File: config.mk
export PLATFORM = sky130hd
export DESIGN_NAME = date_add_days
export DESIGN_NICKNAME = d
export VERILOG_FILES = /design/src/rtl/core/dad_pkg.sv /design/src/rtl/core/date_add_days.sv /design/src/rtl/core/dad_ctrl.sv /design/src/rtl/core/dad_datapath.sv
export SDC_FILE = /design/constraint.sdc
export NUM_CORES = 1
export LEC_CHECK = 0
export ABC_AREA = 1
export CORE_ASPECT_RATIO = 1.2
export CORE_MARGIN = 1.5
export CORE_UTILIZATION = 65
export DETAILED_ROUTE_END_ITERATION = 7
export DONT_BUFFER_PORTS = 1
export PLACE_DENSITY_LB_ADDON = 0.25
export SLEW_MARGIN = 40
export SYNTH_ARGS = -nofsm -noshare
export SYNTH_HDL_FRONTEND = slang
export SYNTH_HIERARCHICAL = 1
export SYNTH_SLANG_ARGS = --single-unit
File: constraint.sdc
create_clock -name clk -period 5.1 [get_ports clk]
set_clock_uncertainty 0.05 [all_clocks]
set_input_delay 0 -clock clk [delete_from_list [all_inputs] [get_ports clk]]
set_output_delay 0 -clock clk [all_outputs]
set_load 0.02 [all_outputs]
File: src/rtl/core/dad_pkg.sv
// Shared types, constants and month-length table for the date adder.
`default_nettype none
package dad_pkg;

  localparam int DayW    = 5;
  localparam int MonthW  = 4;
  localparam int YearW   = 14;
  localparam int AddW    = 16;
  localparam int AccW    = 17;   // start day plus add count
  localparam int InDataW  = 40;
  localparam int OutDataW = 24;

  // year / 100 by reciprocal: (year * 5243) >> 19, exact for 14-bit years
  localparam int RecipW     = 13;
  localparam int RecipShift = 19;
  localparam int ProdW      = YearW + RecipW;
  localparam int QuotW      = ProdW - RecipShift;
  localparam int RemW       = 7;
  localparam logic [RecipW-1:0] Recip100 = 13'd5243;
  localparam logic [6:0]        Century  = 7'd100;

  localparam logic [MonthW-1:0] January  = 4'd1;
  localparam logic [MonthW-1:0] February = 4'd2;
  localparam logic [MonthW-1:0] December = 4'd12;
  localparam logic [YearW-1:0]  YearMax  = 14'h3FFF;
  localparam logic [RemW-1:0]   RemLast  = 7'd99;

  typedef struct packed {
    logic load;
    logic mul;
    logic div;
    logic step;
    logic emit;
  } dad_cmd_t;

  typedef struct packed {
    logic more;
  } dad_stat_t;

  function automatic logic [DayW-1:0] month_days(input logic [MonthW-1:0] m,
                                                 input logic leap);
    logic [DayW-1:0] d;
    case (m)
      4'd1:    d = 5'd31;
      4'd2:    d = leap ? 5'd29 : 5'd28;
      4'd3:    d = 5'd31;
      4'd4:    d = 5'd30;
      4'd5:    d = 5'd31;
      4'd6:    d = 5'd30;
      4'd7:    d = 5'd31;
      4'd8:    d = 5'd31;
      4'd9:    d = 5'd30;
      4'd10:   d = 5'd31;
      4'd11:   d = 5'd30;
      4'd12:   d = 5'd31;
      default: d = 5'd31;
    endcase
    return d;
  endfunction

endpackage
`default_nettype wire

File: src/rtl/core/date_add_days.sv
// Top level of the Gregorian date adder: stream ports, controller and datapath.
//
//  channel   dir  beat contents
//  s_axis    in   start date and day count to add
//  m_axis    out  resulting date, one beat per input beat
//
//  An item passes through setup (load, year/100 multiply, remainder), then one
//  month step per month boundary crossed, then the write to the result register.
//  The month loop steps one month per cycle through a single compare/subtract.
//  Reset is synchronous and clears the controller and output valid.
//  A held result stalls the loop only at its last step; input is taken when idle.
`default_nettype none
module date_add_days
  import dad_pkg::*;
(
  input  wire logic                clk,
  input  wire logic                rst,
  input  wire logic                s_axis_tvalid,
  output logic                     s_axis_tready,
  // [4:0] start_day, [8:5] start_month, [22:9] start_year, [38:23] days_to_add
  input  wire logic [InDataW-1:0]  s_axis_tdata,
  output logic                     m_axis_tvalid,
  input  wire logic                m_axis_tready,
  // [4:0] result_day, [8:5] result_month, [22:9] result_year
  output logic [OutDataW-1:0]      m_axis_tdata
);

  dad_cmd_t          cmd;
  dad_stat_t         stat;
  logic [DayW-1:0]   result_day;
  logic [MonthW-1:0] result_month;
  logic [YearW-1:0]  result_year;

  dad_ctrl u_ctrl (
    .clk       (clk),
    .rst       (rst),
    .in_valid  (s_axis_tvalid),
    .in_ready  (s_axis_tready),
    .out_valid (m_axis_tvalid),
    .out_ready (m_axis_tready),
    .stat      (stat),
    .cmd       (cmd)
  );

  dad_datapath u_dp (
    .clk          (clk),
    .cmd          (cmd),
    .start_day    (s_axis_tdata[4:0]),
    .start_month  (s_axis_tdata[8:5]),
    .start_year   (s_axis_tdata[22:9]),
    .days_to_add  (s_axis_tdata[38:23]),
    .stat         (stat),
    .result_day   (result_day),
    .result_month (result_month),
    .result_year  (result_year)
  );

  assign m_axis_tdata = {1'b0, result_year, result_month, result_day};

endmodule
`default_nettype wire

File: src/rtl/core/dad_ctrl.sv
// Controller: sequences load, century split, month steps and result hand-off.
`default_nettype none
module dad_ctrl
  import dad_pkg::*;
(
  input  wire logic      clk,
  input  wire logic      rst,
  input  wire logic      in_valid,
  output logic           in_ready,
  output logic           out_valid,
  input  wire logic      out_ready,
  input  wire dad_stat_t stat,
  output dad_cmd_t       cmd
);

  localparam logic [1:0] S_IDLE = 2'd0;
  localparam logic [1:0] S_MUL  = 2'd1;
  localparam logic [1:0] S_DIV  = 2'd2;
  localparam logic [1:0] S_RUN  = 2'd3;

  logic [1:0] state, state_next;

  assign in_ready = (state == S_IDLE);

  always_comb begin
    state_next = state;
    cmd = '0;
    case (state)
      S_IDLE: begin
        if (in_valid) begin
          cmd.load = 1'b1;
          state_next = S_MUL;
        end
      end
      S_MUL: begin
        cmd.mul = 1'b1;
        state_next = S_DIV;
      end
      S_DIV: begin
        cmd.div = 1'b1;
        state_next = S_RUN;
      end
      S_RUN: begin
        if (stat.more) begin
          cmd.step = 1'b1;
        end else if (!out_valid || out_ready) begin
          cmd.emit = 1'b1;
          state_next = S_IDLE;
        end
      end
      default: state_next = S_IDLE;
    endcase
  end

  always_ff @(posedge clk) begin
    if (rst) begin
      state <= S_IDLE;
      out_valid <= 1'b0;
    end else begin
      state <= state_next;
      if (cmd.emit) begin
        out_valid <= 1'b1;
      end else if (out_ready) begin
        out_valid <= 1'b0;
      end
    end
  end

endmodule
`default_nettype wire

File: src/rtl/core/dad_datapath.sv
// Datapath: day accumulator, month/year counters, leap tracking, result register.
`default_nettype none
module dad_datapath
  import dad_pkg::*;
(
  input  wire logic                 clk,
  input  wire dad_cmd_t             cmd,
  input  wire logic [DayW-1:0]      start_day,
  input  wire logic [MonthW-1:0]    start_month,
  input  wire logic [YearW-1:0]     start_year,
  input  wire logic [AddW-1:0]      days_to_add,
  output dad_stat_t                 stat,
  output logic [DayW-1:0]           result_day,
  output logic [MonthW-1:0]         result_month,
  output logic [YearW-1:0]          result_year
);

  logic [AccW-1:0]   day;
  logic [MonthW-1:0] month;
  logic [YearW-1:0]  year;
  logic [ProdW-1:0]  prod;
  logic [RemW-1:0]   rem;      // year mod 100
  logic [1:0]        cent;     // (year / 100) mod 4

  logic [QuotW-1:0]  quot;
  logic [YearW-1:0]  hundreds;
  logic [YearW-1:0]  rem_full;
  logic              leap;
  logic [DayW-1:0]   len;
  logic [MonthW-1:0] month_in;

  assign quot     = prod[ProdW-1:RecipShift];
  assign hundreds = {{(YearW-QuotW){1'b0}}, quot} * {{(YearW-RemW){1'b0}}, Century};
  assign rem_full = year - hundreds;
  assign leap     = (year[1:0] == 2'b00) && ((rem != '0) || (cent == 2'b00));
  assign len      = month_days(month, leap);
  assign stat.more = day > {{(AccW-DayW){1'b0}}, len};
  assign month_in = (start_month < January || start_month > December) ? January
                                                                       : start_month;

  always_ff @(posedge clk) begin
    if (cmd.load) begin
      day   <= {{(AccW-DayW){1'b0}}, start_day} + {{(AccW-AddW){1'b0}}, days_to_add};
      month <= month_in;
      year  <= start_year;
    end
    if (cmd.mul) begin
      prod <= {{RecipW{1'b0}}, year} * {{YearW{1'b0}}, Recip100};
    end
    if (cmd.div) begin
      rem  <= rem_full[RemW-1:0];
      cent <= quot[1:0];
    end
    if (cmd.step) begin
      day <= day - {{(AccW-DayW){1'b0}}, len};
      if (month == December) begin
        month <= January;
        year  <= year + 1'b1;
        if (year == YearMax) begin
          rem  <= '0;
          cent <= '0;
        end else if (rem == RemLast) begin
          rem  <= '0;
          cent <= cent + 1'b1;
        end else begin
          rem <= rem + 1'b1;
        end
      end else begin
        month <= month + 1'b1;
      end
    end
    if (cmd.emit) begin
      result_day   <= day[DayW-1:0];
      result_month <= month;
      result_year  <= year;
    end
  end

endmodule
`default_nettype wire
## Word-level counts from Yosys, hierarchy flattened

Cells that the tools add are included.

| storage, ports and cells | value |
|---|---|
| register bits | 97 |
| word-level logic and storage cells | 85 |

| cells by class | value |
|---|---|
| $add $sub $neg | 7 |
| $mul | 2 |
| magnitude comparators | 3 |
| eq/ne operators | 14 |
| muxes and demuxes | 35 |
| reduce and logical (&&, ||, !) cells | 13 |

Operators by type and width:

| operator | count |
|---|---|
| 2-to-1 mux 14 bit | 3 |
| 2-to-1 mux 7 bit | 5 |
| 2-to-1 mux 17 bit | 2 |
| multiplier 14 x 13 -> 27 bit (second input constant) | 1 |
| 2-to-1 mux 2 bit | 9 |
| adder 5 x 16 -> 17 bit | 1 |
| > comparator 17 x 5 -> 1 bit | 1 |
| subtractor 17 x 5 -> 17 bit | 1 |
| 2-to-1 mux 4 bit | 4 |
| adder 14 x 1 -> 14 bit (second input constant) | 1 |
| == test 14 bit (second input constant) | 1 |
| == test 4 bit (second input constant) | 3 |
| 2-to-1 mux 1 bit | 10 |
| one-hot mux 5 bit (2 select lines) | 1 |
| == test 4 x 3 -> 1 bit (second input constant) | 2 |
| multiplier 8 x 5 -> 5 bit (second input constant) | 1 |
| one-hot mux 2 bit (4 select lines) | 1 |
| adder 7 x 1 -> 7 bit (second input constant) | 1 |
| == test 7 bit (second input constant) | 1 |
| nonzero test 7 bit | 1 |
| subtractor 7 bit | 1 |
| zero test 2 bit | 3 |
| adder 4 x 1 -> 4 bit (second input constant) | 1 |
| == test 2 bit (second input constant) | 2 |
| 13 further kinds | 17 |

## Depth between registers and ports, before layout

Gate-level depths: netlist of run 1.

| depth | value |
|---|---|
| depth after elaboration | 9 |
| depth in mapped cells | 22 |
| gate-level depth less buffers | 21 |

## Hierarchy

Netlist of run 1, hierarchy kept.

Modules (own cells, without submodules):

| module | instances | cells an instance | area each (µm²) |
|---|---|---|---|
| dad_datapath | 1 | 1023 | 8109.0 |
| dad_ctrl | 1 | 40 | 245.2 |
| date_add_days | 1 | 2 | 11.3 |

## Least setup slack after synthesis of run 1

OpenSTA, ideal clock, no wires.

| timing | value |
|---|---|
| path kind | reg-to-reg |
| from | register u_dp.year[4] |
| to | register u_dp.prod[20] (data pin) |
| library setup time | 0.252 ns |
| data arrival time | 3.948 ns |
| setup slack | 0.850 ns |
| cell stages (with the launch flop) | 20 |
| path through | dfxtp_1 -> inv_1 -> fa_1 -> inv_1 -> ha_1 -> fa_1 -> inv_1 -> fa_1 -> fa_1 -> inv_1 -> ha_1 -> nand2_1 -> nor2_1 -> and2_1 -> nor2_1 -> nand2_1 -> nand2_1 -> nand2_1 -> nand2_1 -> nand2_1 |

| between the ends | value |
|---|---|
| longest elaborated chain between the ends | 1 |

Ends and longest elaborated chain:

| item | RTL line | text |
|---|---|---|
| start, declared | dad_datapath.sv:20 | `logic [YearW-1:0] year;` |
| start signal, assigned | dad_datapath.sv:45 | `year <= start_year;` |
| start signal, assigned | dad_datapath.sv:58 | `year <= year + 1'b1;` |
| multiplier 14 x 13 -> 27 bit | dad_datapath.sv:48 | `prod <= {{RecipW{1'b0}}, year} * {{YearW{1'b0}}, Recip100};` |
| end signal, assigned | dad_datapath.sv:48 |  |
| end, declared | dad_datapath.sv:21 | `logic [ProdW-1:0] prod;` |

Every way passes these cells.
A chain may end at the register's enable or synchronous reset.

## Worst setup path in the final report of run 1

| timing | value |
|---|---|
| from | register u_dp.year[6] |
| to | register u_dp.prod[19] (data pin) |

The elaborated chain is that of the path after synthesis.

==> flow_summary.rst, run 1 <==
.. list-table::
   :header-rows: 1

   * - Metric
     - Value
   * - Synthesized area per cell
     - 7.855 um^2
   * - Number of primary I/O pins
     - 70
   * - Time the worst path needs with I/O delays and setup
     - 4.695 ns
   * - Required time worst endpoint
     - 5.11 ns
   * - Type of the setup path with the least slack
     - reg -> reg
   * - Antenna fix cells
     - 0
   * - Overall routed net length
     - 19.79 mm
   * - Cell Area, Placed
     - 8616 um^2
   * - Arrival time of the worst setup path
     - 4.71 ns
   * - Final instance area
     - 9303 um^2
   * - DRC viols
     - 0
   * - # port buffers
     - 0
   * - Cell count after synthesis
     - 1065
   * - Post-synthesis xor/xnor area fraction
     - 2.094%
   * - Vertical die dimension
     - 127.3 um
   * - Final setup violating endpoints
     - 0
   * - Number of detailed-routing iterations run before antenna repair
     - 5
   * - Fraction of the mapped netlist area in simple logic gates
     - 21.54%
   * - Buffer levels on the longest clock path
     - 2
   * - Total global-route track usage
     - 30.18%
   * - Post-synth cell types
     - 41
   * - Clock latency on the worst-skew pair
     - 0.34 ns
   * - Number of global-route vias before repair
     - 7112
   * - Portion of the post-synthesis area used by sequential elements
     - 23.81%
   * - Category of the worst setup path capture point
     - flop
   * - Max-Slew Margin vs Limit
     - 51.24%
   * - Synthesized area
     - 8366 um^2
   * - Final TNS setup
     - 0 ns
   * - Slew at the pin closest to its max-slew limit
     - 0.7299 ns
   * - Dpl ws
     - 0.4592 ns
   * - Kind of start point of the critical path
     - flop
   * - Dominant combinational cell family by area after synthesis
     - adder cells
   * - Seq cells post-synth
     - 75
   * - Crit share post-route
     - 92.06%
   * - Via count
     - 7012
   * - Area overhead of the layout relative to synthesis
     - 11.20%
   * - Post-synthesis mux area share
     - 0%
   * - Total of cells resized after clock tree synthesis
     - 0
   * - Compound-cell area share of the yosys netlist
     - 7.269%
   * - Number of antenna violations at the first check in global routing
     - 0
   * - Grt ovf
     - 0
   * - Ratio of cells with drive above 1 in the final layout
     - 4.732%
   * - Clk root buf
     - sky130_fd_sc_hd__clkbuf_16
   * - Clock tree from TritonCTS
     - done
   * - Path type of the worst min-delay path
     - in -> reg
   * - Number of buffers created by CTS
     - 9
   * - Buffer count from post-CTS setup fixing
     - 0
   * - Outcome
     - finished clean
   * - CTS Sinks
     - 75
   * - Pin count of the biggest net entering global routing
     - 30
   * - Final worst setup slack
     - 0.4048 ns
   * - Starting DRC count in detailed routing
     - 391
   * - Die footprint
     - 13560 um^2
   * - Wire length per cell
     - 15.41 um
   * - Max-cap violations
     - 0
   * - Starting utilization of the core area
     - 66.33%
   * - Unrepaired setup endpoints after global routing
     - false
   * - Number of nets in the layout
     - 1344
   * - Max Clk Rate
     - 213.0 MHz
   * - Final hold violation count
     - 0
   * - Cell count of the worst hold path
     - 4
   * - Length in cells of the worst reg-to-reg path
     - 18
   * - Post-route core utilization
     - 73.76%
   * - ANT nets after route
     - 0
   * - Setup slack, reg-to-reg
     - 0.40 ns
   * - Post-synth net total
     - 1294
   * - Total of warnings raised by yosys
     - 6
   * - # rows
     - 45
   * - Share of synthesized cell area in full adder, half adder and majority cells
     - 33.50%
   * - Core Area
     - 12610 um^2
   * - Wire length of the first global-routing pass
     - 32.35 mm
   * - Count of H-tree levels built during CTS
     - 3
   * - Gp weighted congestion
     - 0.8949
   * - Number of pins with negative max-slew slack in the final report
     - 0
   * - Via count normalized by instance count
     - 5.461
   * - Reg clk slew, reported paths
     - 0.06 ns
   * - Maximum fanout along the worst path
     - 9
   * - Placed wire-length estimate after detailed placement
     - 14.93 mm
   * - X dimension of the die
     - 106.6 um
## metal layers
metal / track usage [%] / wire length (um) / vias to the layer above
met2: 56.90 / 10440 / 262
li1: - / - / 3454
met5: 0 / 0 / -
met3: 4.745 / 1142 / 51
met1: 33.41 / 7527 / 3245
met4: 12.39 / 677 / 0
## critical path: stages, from the launching register on
cell                      delay [ns]
sky130_fd_sc_hd__dfxtp_1        0.60
sky130_fd_sc_hd__inv_1          0.25
sky130_fd_sc_hd__fa_1           0.56
sky130_fd_sc_hd__inv_1          0.05
sky130_fd_sc_hd__ha_1           0.23
sky130_fd_sc_hd__fa_1           0.50
sky130_fd_sc_hd__fa_1           0.50
sky130_fd_sc_hd__inv_1          0.06
sky130_fd_sc_hd__fa_1           0.54
sky130_fd_sc_hd__inv_1          0.04
sky130_fd_sc_hd__ha_1           0.31
sky130_fd_sc_hd__nand2_1        0.08
sky130_fd_sc_hd__nand2_1        0.07
sky130_fd_sc_hd__a21oi_1        0.17
sky130_fd_sc_hd__nor2_1         0.06
sky130_fd_sc_hd__nor2_1         0.12
sky130_fd_sc_hd__nand2_1        0.07
sky130_fd_sc_hd__nand2_1        0.05
sky130_fd_sc_hd__nand2_1        0.11
## layout make-up
class | count | area, um^2
inverters | 245 | 919.6
clock buffers | 13 | 304.0
fillers | 917 | 3309
flip-flops and latches | 75 | 1992
multi-input cells | 734 | 5394
well taps | 164 | 205.2
repair buffers | 50 | 465.4
clock inverters | 3 | 22.52
## cell usage after synthesis (all sizes together)
cell type  count  area [um^2]
a21o           1        7.510
a21oi         28        143.9
a22oi          1        7.510
a31oi          4        25.02
and2           1        6.260
buf            7        47.55
clkbuf         4        15.01
conb           1        3.750
dfxtp         26        520.5
edfxtp        49         1471
fa            65         1301
ha           120         1501
inv          245        919.6
nand2        262        983.4
nand3         69        355.3
nand3b         5        37.54
nand4         13        81.33
nor2          61        244.0
nor3           7        35.03
nor3b          3        27.52
o211ai        13        127.6
o21ai         49        252.7
o21bai         2        15.01
o22a           1        8.760
o22ai          2        12.51
o31ai          1        7.510
or2            5        31.28
xnor2          3        26.28
xor2          17        148.9
## path summary, 6_finish.rpt
| path | startpoint | end |
|---|---|---|
| max | u_dp/year[6]$_DFF_P_ | u_dp/prod[19]$_DFFE_PP_ |
| min | s_axis_tdata[38] | u_dp/day[16]$_DFFE_PP_ |
| max reg2reg | u_dp/year[6]$_DFF_P_ | u_dp/prod[19]$_DFFE_PP_ |
| min reg2reg | u_dp/day[0]$_DFFE_PP_ | u_dp/result_day[0]$_DFFE_PP_ |
## through the flow
step           cells  hold slack (ns)
3_5_place_dp    1232           0.1030
5_1_grt         1284          0.07010
6_report        1284          0.01600
4_1_cts         1284         0.009374
2_1_floorplan   1065          0.09315
3_3_place_gp    1232          0.09720
## cells by family (layout without fill, tap and decap cells)
family | Yosys count | after routing
and+or+nand+nor | 426 | 426
buffers and inverters | 256 | 311
adders and majority gates | 185 | 185
AOI/OAI and AO/OA | 102 | 102
DFF | 75 | 75
xor gates and xnor gates | 20 | 20
other | 1 | 1
## layout by cell type, fill, tap and decap left out, types with 14 or more instances in the layout
| cell type | n |
|---|---|
| sky130_fd_sc_hd__nand2_1 | 262 |
| sky130_fd_sc_hd__o21ai_0 | 38 |
| sky130_fd_sc_hd__fa_1 | 65 |
| sky130_fd_sc_hd__a21oi_1 | 27 |
| sky130_fd_sc_hd__inv_1 | 243 |
| sky130_fd_sc_hd__nand3_1 | 67 |
| sky130_fd_sc_hd__nor2_1 | 56 |
| sky130_fd_sc_hd__ha_1 | 120 |
| sky130_fd_sc_hd__buf_4 | 14 |
| sky130_fd_sc_hd__dfxtp_1 | 26 |
| sky130_fd_sc_hd__xor2_1 | 17 |
| sky130_fd_sc_hd__dlygate4sd3_1 | 36 |
| sky130_fd_sc_hd__edfxtp_1 | 49 |
## sequential cells by signal, summed over array words and instances (netlist names), 4 cells and up
register and count:
u_dp/prod 5, u_dp/year 14, u_dp/result_year 14, u_dp/result_day 5
u_dp/result_month 4, u_dp/day 17, u_dp/month 4, u_dp/rem 7
## what timing repair did
action | in CTS | in global routing
hold endpoints to repair | 33 | 0
hold buffers | 36 | 0
endpoints found under the setup margin | 0 | 0
Power of run 1 is not shown: default switching activity piles up to over one toggle a cycle in this logic, so the estimate is an artifact.
==> inputs of run 2 (changes only) <==
Settings changed: CTS_BUF_LIST set to sky130_fd_sc_hd__clkbuf_4.
==> flow_summary.rst, run 2 (synthesis results as in run 1) <==
.. list-table::
   :header-rows: 1

   * - Metric
     - Value
   * - Type of the setup path with the least slack
     - reg -> reg
   * - Outcome
     - finished clean
   * - Leading cell type in the layout, fill and taps excluded
     - sky130_fd_sc_hd__nand2_1
   * - Clock latency on the worst-skew pair
     - 0.44 ns
   * - Max Clk Rate
     - 212.8 MHz
   * - ANT nets after route
     - 0
   * - Number of global-route vias before repair
     - 7023
   * - Final setup violating endpoints
     - 0
   * - Max-Slew Margin vs Limit
     - 55.19%
   * - Largest register FFs
     - 17
   * - Core Area
     - 12610 um^2
   * - Starting DRC count in detailed routing
     - 368
   * - CTS Sinks
     - 75
   * - Antenna fix cells
     - 0
   * - Crit share post-route
     - 92.14%
   * - Placed wire-length estimate after detailed placement
     - 14.93 mm
   * - Post-route core utilization
     - 74.01%
   * - Reg clk slew, reported paths
     - 0.14 ns
   * - Number of detailed-routing iterations run before antenna repair
     - 6
   * - Final TNS setup
     - 0 ns
   * - Count of H-tree levels built during CTS
     - 3
   * - Kind of start point of the critical path
     - flop
   * - Time the worst path needs with I/O delays and setup
     - 4.699 ns
   * - Max-cap violations
     - 0
   * - Required time worst endpoint
     - 5.21 ns
   * - X dimension of the die
     - 106.6 um
   * - Vertical die dimension
     - 127.3 um
   * - Total global-route track usage
     - 29.51%
   * - Gp weighted congestion
     - 0.8949
   * - Arrival time of the worst setup path
     - 4.81 ns
   * - Biggest register
     - u_dp/day
   * - Category of the worst setup path capture point
     - flop
   * - Biggest regs
     - u_dp/day (17), u_dp/result_year (14), u_dp/year (14)
   * - Final hold violation count
     - 0
   * - Die footprint
     - 13560 um^2
   * - Number of buffers created by CTS
     - 9
   * - Highest-count cells in the layout ignoring fill and taps
     - sky130_fd_sc_hd__nand2_1 (262), sky130_fd_sc_hd__inv_1 (243), sky130_fd_sc_hd__ha_1 (120)
   * - Clock tree from TritonCTS
     - done
   * - Buffer levels on the longest clock path
     - 2
   * - Area overhead of the layout relative to synthesis
     - 11.58%
   * - DRC viols
     - 0
   * - Slew at the pin closest to its max-slew limit
     - 0.6707 ns
   * - Number of pins with negative max-slew slack in the final report
     - 0
   * - Maximum fanout along the worst path
     - 9
   * - Path type of the worst min-delay path
     - in -> reg
   * - Buffer count from post-CTS setup fixing
     - 0
   * - Number of primary I/O pins
     - 70
   * - Pin count of the biggest net entering global routing
     - 30
   * - Clk root buf
     - sky130_fd_sc_hd__clkbuf_4
   * - Via count
     - 7021
   * - Via count normalized by instance count
     - 5.397
   * - Overall routed net length
     - 19.22 mm
   * - Unrepaired setup endpoints after global routing
     - false
   * - Wire length of the first global-routing pass
     - 31.85 mm
   * - # rows
     - 45
   * - Number of antenna violations at the first check in global routing
     - 0
   * - Wire length per cell
     - 14.77 um
   * - Ratio of cells with drive above 1 in the final layout
     - 4.749%
   * - Grt ovf
     - 0
   * - Starting utilization of the core area
     - 66.33%
   * - Number of nets in the layout
     - 1361
   * - # port buffers
     - 0
==> run 2: cell count changes in the layout (fill, tap and decap cells not counted) <==
cell and change:
sky130_fd_sc_hd__bufinv_16 +3, sky130_fd_sc_hd__clkbuf_16 -12, sky130_fd_sc_hd__clkbuf_4 +10, sky130_fd_sc_hd__dlygate4sd3_1 +17, sky130_fd_sc_hd__clkbuf_1 -1
==> run 2: path summary, 6_finish.rpt <==
kind	from	end	slack [ns]	cells after the start
max	u_dp/year[6]$_DFF_P_	u_dp/prod[19]$_DFFE_PP_	0.40	18
min	s_axis_tdata[32]	u_dp/day[16]$_DFFE_PP_	0.02	4
max reg2reg	u_dp/year[6]$_DFF_P_	u_dp/prod[19]$_DFFE_PP_	0.40	18
min reg2reg	u_dp/day[0]$_DFFE_PP_	u_dp/result_day[0]$_DFFE_PP_	0.43	0
==> run 2: repair_timing <==
| item | 4_1_cts | 5_1_grt |
|---|---|---|
| gates resized for setup | 0 | 0 |
| setup endpoints to repair | 0 | 0 |
| hold buffers | 53 | 0 |
| endpoints found under the hold margin | 43 | 0 |
==> run 2: stage by stage <==
stage	setup slack (ns)	cell area [um^2]	cells	hold WS, ns
finish	0.4008	9334	1301	0.02258
global route	0.1554	9334	1301	0.02112
CTS	0.3955	9334	1301	0.008712
detailed placement	0.4592	8616	1232	0.1030
global placement	0.5122	8616	1232	0.09720
floorplan	0.8496	8366	1065	0.09315
==> run 2: area by class of cell <==
cell class                 count  area (um^2)
tap                          164        205.2
multi-input combinational    734         5394
timing repair buffer          67        635.6
clock buffer                  10        75.07
fill                         932         3278
clock inverter                 6        112.6
inverter                     245        919.6
sequential                    75         1992
==> run 2: worst max-delay path: stages (launching register included) <==
cell	delay, ns
sky130_fd_sc_hd__dfxtp_1	0.62
sky130_fd_sc_hd__inv_1	0.24
sky130_fd_sc_hd__fa_1	0.57
sky130_fd_sc_hd__inv_1	0.05
sky130_fd_sc_hd__ha_1	0.23
sky130_fd_sc_hd__fa_1	0.50
sky130_fd_sc_hd__fa_1	0.50
sky130_fd_sc_hd__inv_1	0.06
sky130_fd_sc_hd__fa_1	0.54
sky130_fd_sc_hd__inv_1	0.04
sky130_fd_sc_hd__ha_1	0.31
sky130_fd_sc_hd__nand2_1	0.08
sky130_fd_sc_hd__nand2_1	0.07
sky130_fd_sc_hd__a21oi_1	0.17
sky130_fd_sc_hd__nor2_1	0.06
sky130_fd_sc_hd__nor2_1	0.13
sky130_fd_sc_hd__nand2_1	0.07
sky130_fd_sc_hd__nand2_1	0.06
sky130_fd_sc_hd__nand2_1	0.10
==> run 2: per-layer routing <==
layer	vias up	wire, um	GRT usage [%]
li1	3482	-	-
met1	3268	7639	33.87
met2	223	10070	55.69
met3	48	964	4.082
met4	0	545	10.04
met5	-	0	0
Power of run 2 is left out for the same reason.
==> inputs of run 3 (changes only) <==
Settings changed: ABC_AREA 1 to unset.
==> flow_summary.rst, run 3 <==
.. list-table::
   :header-rows: 1

   * - Metric
     - Value
   * - Number of antenna violations at the first check in global routing
     - 0
   * - Clock latency on the worst-skew pair
     - 0.45 ns
   * - Seq cells post-synth
     - 75
   * - Top post-synthesis cells by area
     - sky130_fd_sc_hd__ha_1 (20%), sky130_fd_sc_hd__edfxtp_1 (20%), sky130_fd_sc_hd__fa_1 (18%), sky130_fd_sc_hd__dfxtp_1 (7.1%), sky130_fd_sc_hd__inv_1 (7.0%)
   * - Max Clk Rate
     - 204.5 MHz
   * - Unrepaired setup endpoints after global routing
     - false
   * - Cell count after synthesis
     - 733
   * - Starting DRC count in detailed routing
     - 250
   * - Maximum fanout along the worst path
     - 7
   * - Final setup violating endpoints
     - 0
   * - Vertical die dimension
     - 119.6 um
   * - Final hold violation count
     - 0
   * - Time the worst path needs with I/O delays and setup
     - 4.890 ns
   * - Total global-route track usage
     - 29.60%
   * - Wire length of the first global-routing pass
     - 27.53 mm
   * - Path type of the worst min-delay path
     - in -> reg
   * - Arrival time of the worst setup path
     - 5.05 ns
   * - Clk root buf
     - sky130_fd_sc_hd__clkbuf_4
   * - Post-synthesis cell type with the largest combined area
     - sky130_fd_sc_hd__ha_1
   * - Max-Slew Margin vs Limit
     - 57.76%
   * - # rows
     - 42
   * - Die footprint
     - 11980 um^2
   * - Most instantiated flip-flop cell in the synthesis netlist
     - sky130_fd_sc_hd__edfxtp_1
   * - Gp weighted congestion
     - 0.9054
   * - Post-synth cell types
     - 62
   * - Max-cap violations
     - 0
   * - Outcome
     - finished clean
   * - Placed wire-length estimate after detailed placement
     - 12.83 mm
   * - Kind of start point of the critical path
     - flop
   * - Area overhead of the layout relative to synthesis
     - 11.86%
   * - Starting utilization of the core area
     - 66.75%
   * - Category of the worst setup path capture point
     - flop
   * - X dimension of the die
     - 100.2 um
   * - Reg clk slew, reported paths
     - 0.13 ns
   * - CP max stage delay
     - 0.54 ns
   * - Buffer levels on the longest clock path
     - 2
   * - Slew at the pin closest to its max-slew limit
     - 0.6322 ns
   * - Top cells by instance count after synthesis
     - sky130_fd_sc_hd__inv_1 (138), sky130_fd_sc_hd__ha_1 (120), sky130_fd_sc_hd__fa_1 (65)
   * - Via count
     - 5401
   * - Most repeated cell in the gate-level netlist after synthesis
     - sky130_fd_sc_hd__inv_1
   * - Biggest register
     - u_dp/day
   * - Post-synthesis xor/xnor area fraction
     - 5.113%
   * - Antenna fix cells
     - 0
   * - Required time worst endpoint
     - 5.25 ns
   * - Clock tree from TritonCTS
     - done
   * - ANT nets after route
     - 0
   * - Post-synth net total
     - 962
   * - Ratio of cells with drive above 1 in the final layout
     - 7.018%
   * - Leading cell type in the layout, fill and taps excluded
     - sky130_fd_sc_hd__inv_1
   * - Final TNS setup
     - 0 ns
   * - Largest register FFs
     - 17
   * - Dominant combinational cell family by area after synthesis
     - adder cells
   * - Type of the setup path with the least slack
     - reg -> reg
   * - Crit share post-route
     - 95.89%
   * - DRC viols
     - 0
   * - Compound-cell area share of the yosys netlist
     - 10.21%
   * - Kind of cell adding the most delay to the critical path
     - adder cells
   * - Share of synthesized cell area in full adder, half adder and majority cells
     - 38.05%
   * - Number of nets in the layout
     - 1022
   * - Pin count of the biggest net entering global routing
     - 26
   * - Via count normalized by instance count
     - 5.808
   * - Number of primary I/O pins
     - 70
   * - Share of async-settable or async-resettable flops after synthesis
     - 0%
   * - Synthesized area per cell
     - 10.05 um^2
   * - CTS Sinks
     - 75
   * - Critical path's slowest cell
     - sky130_fd_sc_hd__fa_1
   * - Highest-count cells in the layout ignoring fill and taps
     - sky130_fd_sc_hd__inv_1 (138), sky130_fd_sc_hd__ha_1 (120), sky130_fd_sc_hd__fa_1 (65)
   * - Wire length per cell
     - 17.61 um
   * - Biggest regs
     - u_dp/day (17), u_dp/result_year (14), u_dp/year (14)
   * - Count of H-tree levels built during CTS
     - 3
   * - Area share of the leading cell type in the synthesized netlist
     - 20.38%
   * - Number of detailed-routing iterations run before antenna repair
     - 5
   * - Number of pins with negative max-slew slack in the final report
     - 0
   * - Post-route core utilization
     - 74.66%
   * - Synthesized area
     - 7366 um^2
   * - Grt ovf
     - 0
   * - Number of buffers created by CTS
     - 9
   * - Number of enable-type register cells in the synthesized netlist
     - 49
   * - Cells along the critical path
     - fa_1 -> ha_1 -> inv_1 -> fa_1 -> inv_1 -> fa_1 -> inv_1 -> fa_1 -> inv_1 -> ha_1 -> a21o_1 -> a221o_1 -> a211oi_1 -> buf_4 -> nor2_1 -> a41oi_1 -> xnor2_1
   * - Portion of the post-synthesis area used by sequential elements
     - 27.04%
   * - Number of global-route vias before repair
     - 5768
   * - Total of warnings raised by yosys
     - 6
   * - Post-synthesis mux area share
     - 1.512%
   * - Overall routed net length
     - 16.37 mm
   * - Total buffers and inverters traversed by the critical path
     - 5
   * - # port buffers
     - 0
   * - Fraction of the mapped netlist area in simple logic gates
     - 9.954%
   * - Core Area
     - 11040 um^2
## run 3: routing by layer
metal | part of all wire [%] | track usage (%)
met1 | 39 | 35.11
met2 | 54 | 53.78
met3 | 4.2 | 3.902
met4 | 2.9 | 11.62
met5 | 0 | 0
## run 3: repair_timing
item,4_1_cts,5_1_grt
hold buffers,44,0
buffers inserted,0,0
resized for setup,0,10
setup endpoints to repair,0,4
hold endpoints to repair,36,0
## run 3: stage by stage
step / worst slack [ns] / cell area (um^2) / hold slack [ns] / cells
2_1_floorplan: 0.3059 / 7366 / 0.01625 / 733
3_3_place_gp: 0.1621 / 7617 / 0.01757 / 870
4_1_cts: 0.01305 / 8222 / 0.003988 / 930
5_1_grt: 0.001220 / 8239 / 0.06812 / 930
6_report: 0.2095 / 8239 / 0.03353 / 930
3_5_place_dp: 0.05609 / 7617 / 0.01953 / 870
## run 3: worst register-to-register path: cells and delay by family, from the launching register on
kind,cells,cell delay (ns)
xor gates and xnor gates,1,0.11
DFF,1,0.49
adders and majority gates,6,2.62
buffers and inverters,5,0.38
AOI/OAI and AO/OA,4,0.97
and+or+nand+nor,1,0.06
## run 3: worst paths after layout
path | start | to | slack [ns] | cells after the start
worst max register to register | u_dp/year[11]$_DFF_P_ | u_dp/prod[23]$_DFFE_PP_ | 0.21 | 17
worst max-delay path | u_dp/year[11]$_DFF_P_ | u_dp/prod[23]$_DFFE_PP_ | 0.21 | 17
worst min-delay path | s_axis_tdata[28] | u_dp/day[5]$_DFFE_PP_ | 0.03 | 4
worst min register to register | u_dp/day[0]$_DFFE_PP_ | u_dp/result_day[0]$_DFFE_PP_ | 0.42 | 0
## run 3: cell type report
cell class	count	area, um^2
flip-flops and latches	75	2001
fillers	776	2796
clock inverters	7	96.34
inverters	138	518.0
multi-input cells	504	4793
well taps	132	165.2
repair buffers	65	598.1
clock buffers	9	67.56
## run 3: cells by family (layout without fill, tap and decap cells)
| kind of cell | count (synthesis) | after routing |
|---|---|---|
| AO/OA/AOI/OAI | 118 | 118 |
| XOR/XNOR | 43 | 43 |
| adder cells (fa/ha/maj) | 185 | 185 |
| buffers and inverters | 154 | 219 |
| flip-flops | 75 | 75 |
| multiplexers | 11 | 11 |
| other | 1 | 1 |
| AND/OR/NAND/NOR | 146 | 146 |
Power of run 3 is left out for the same reason.
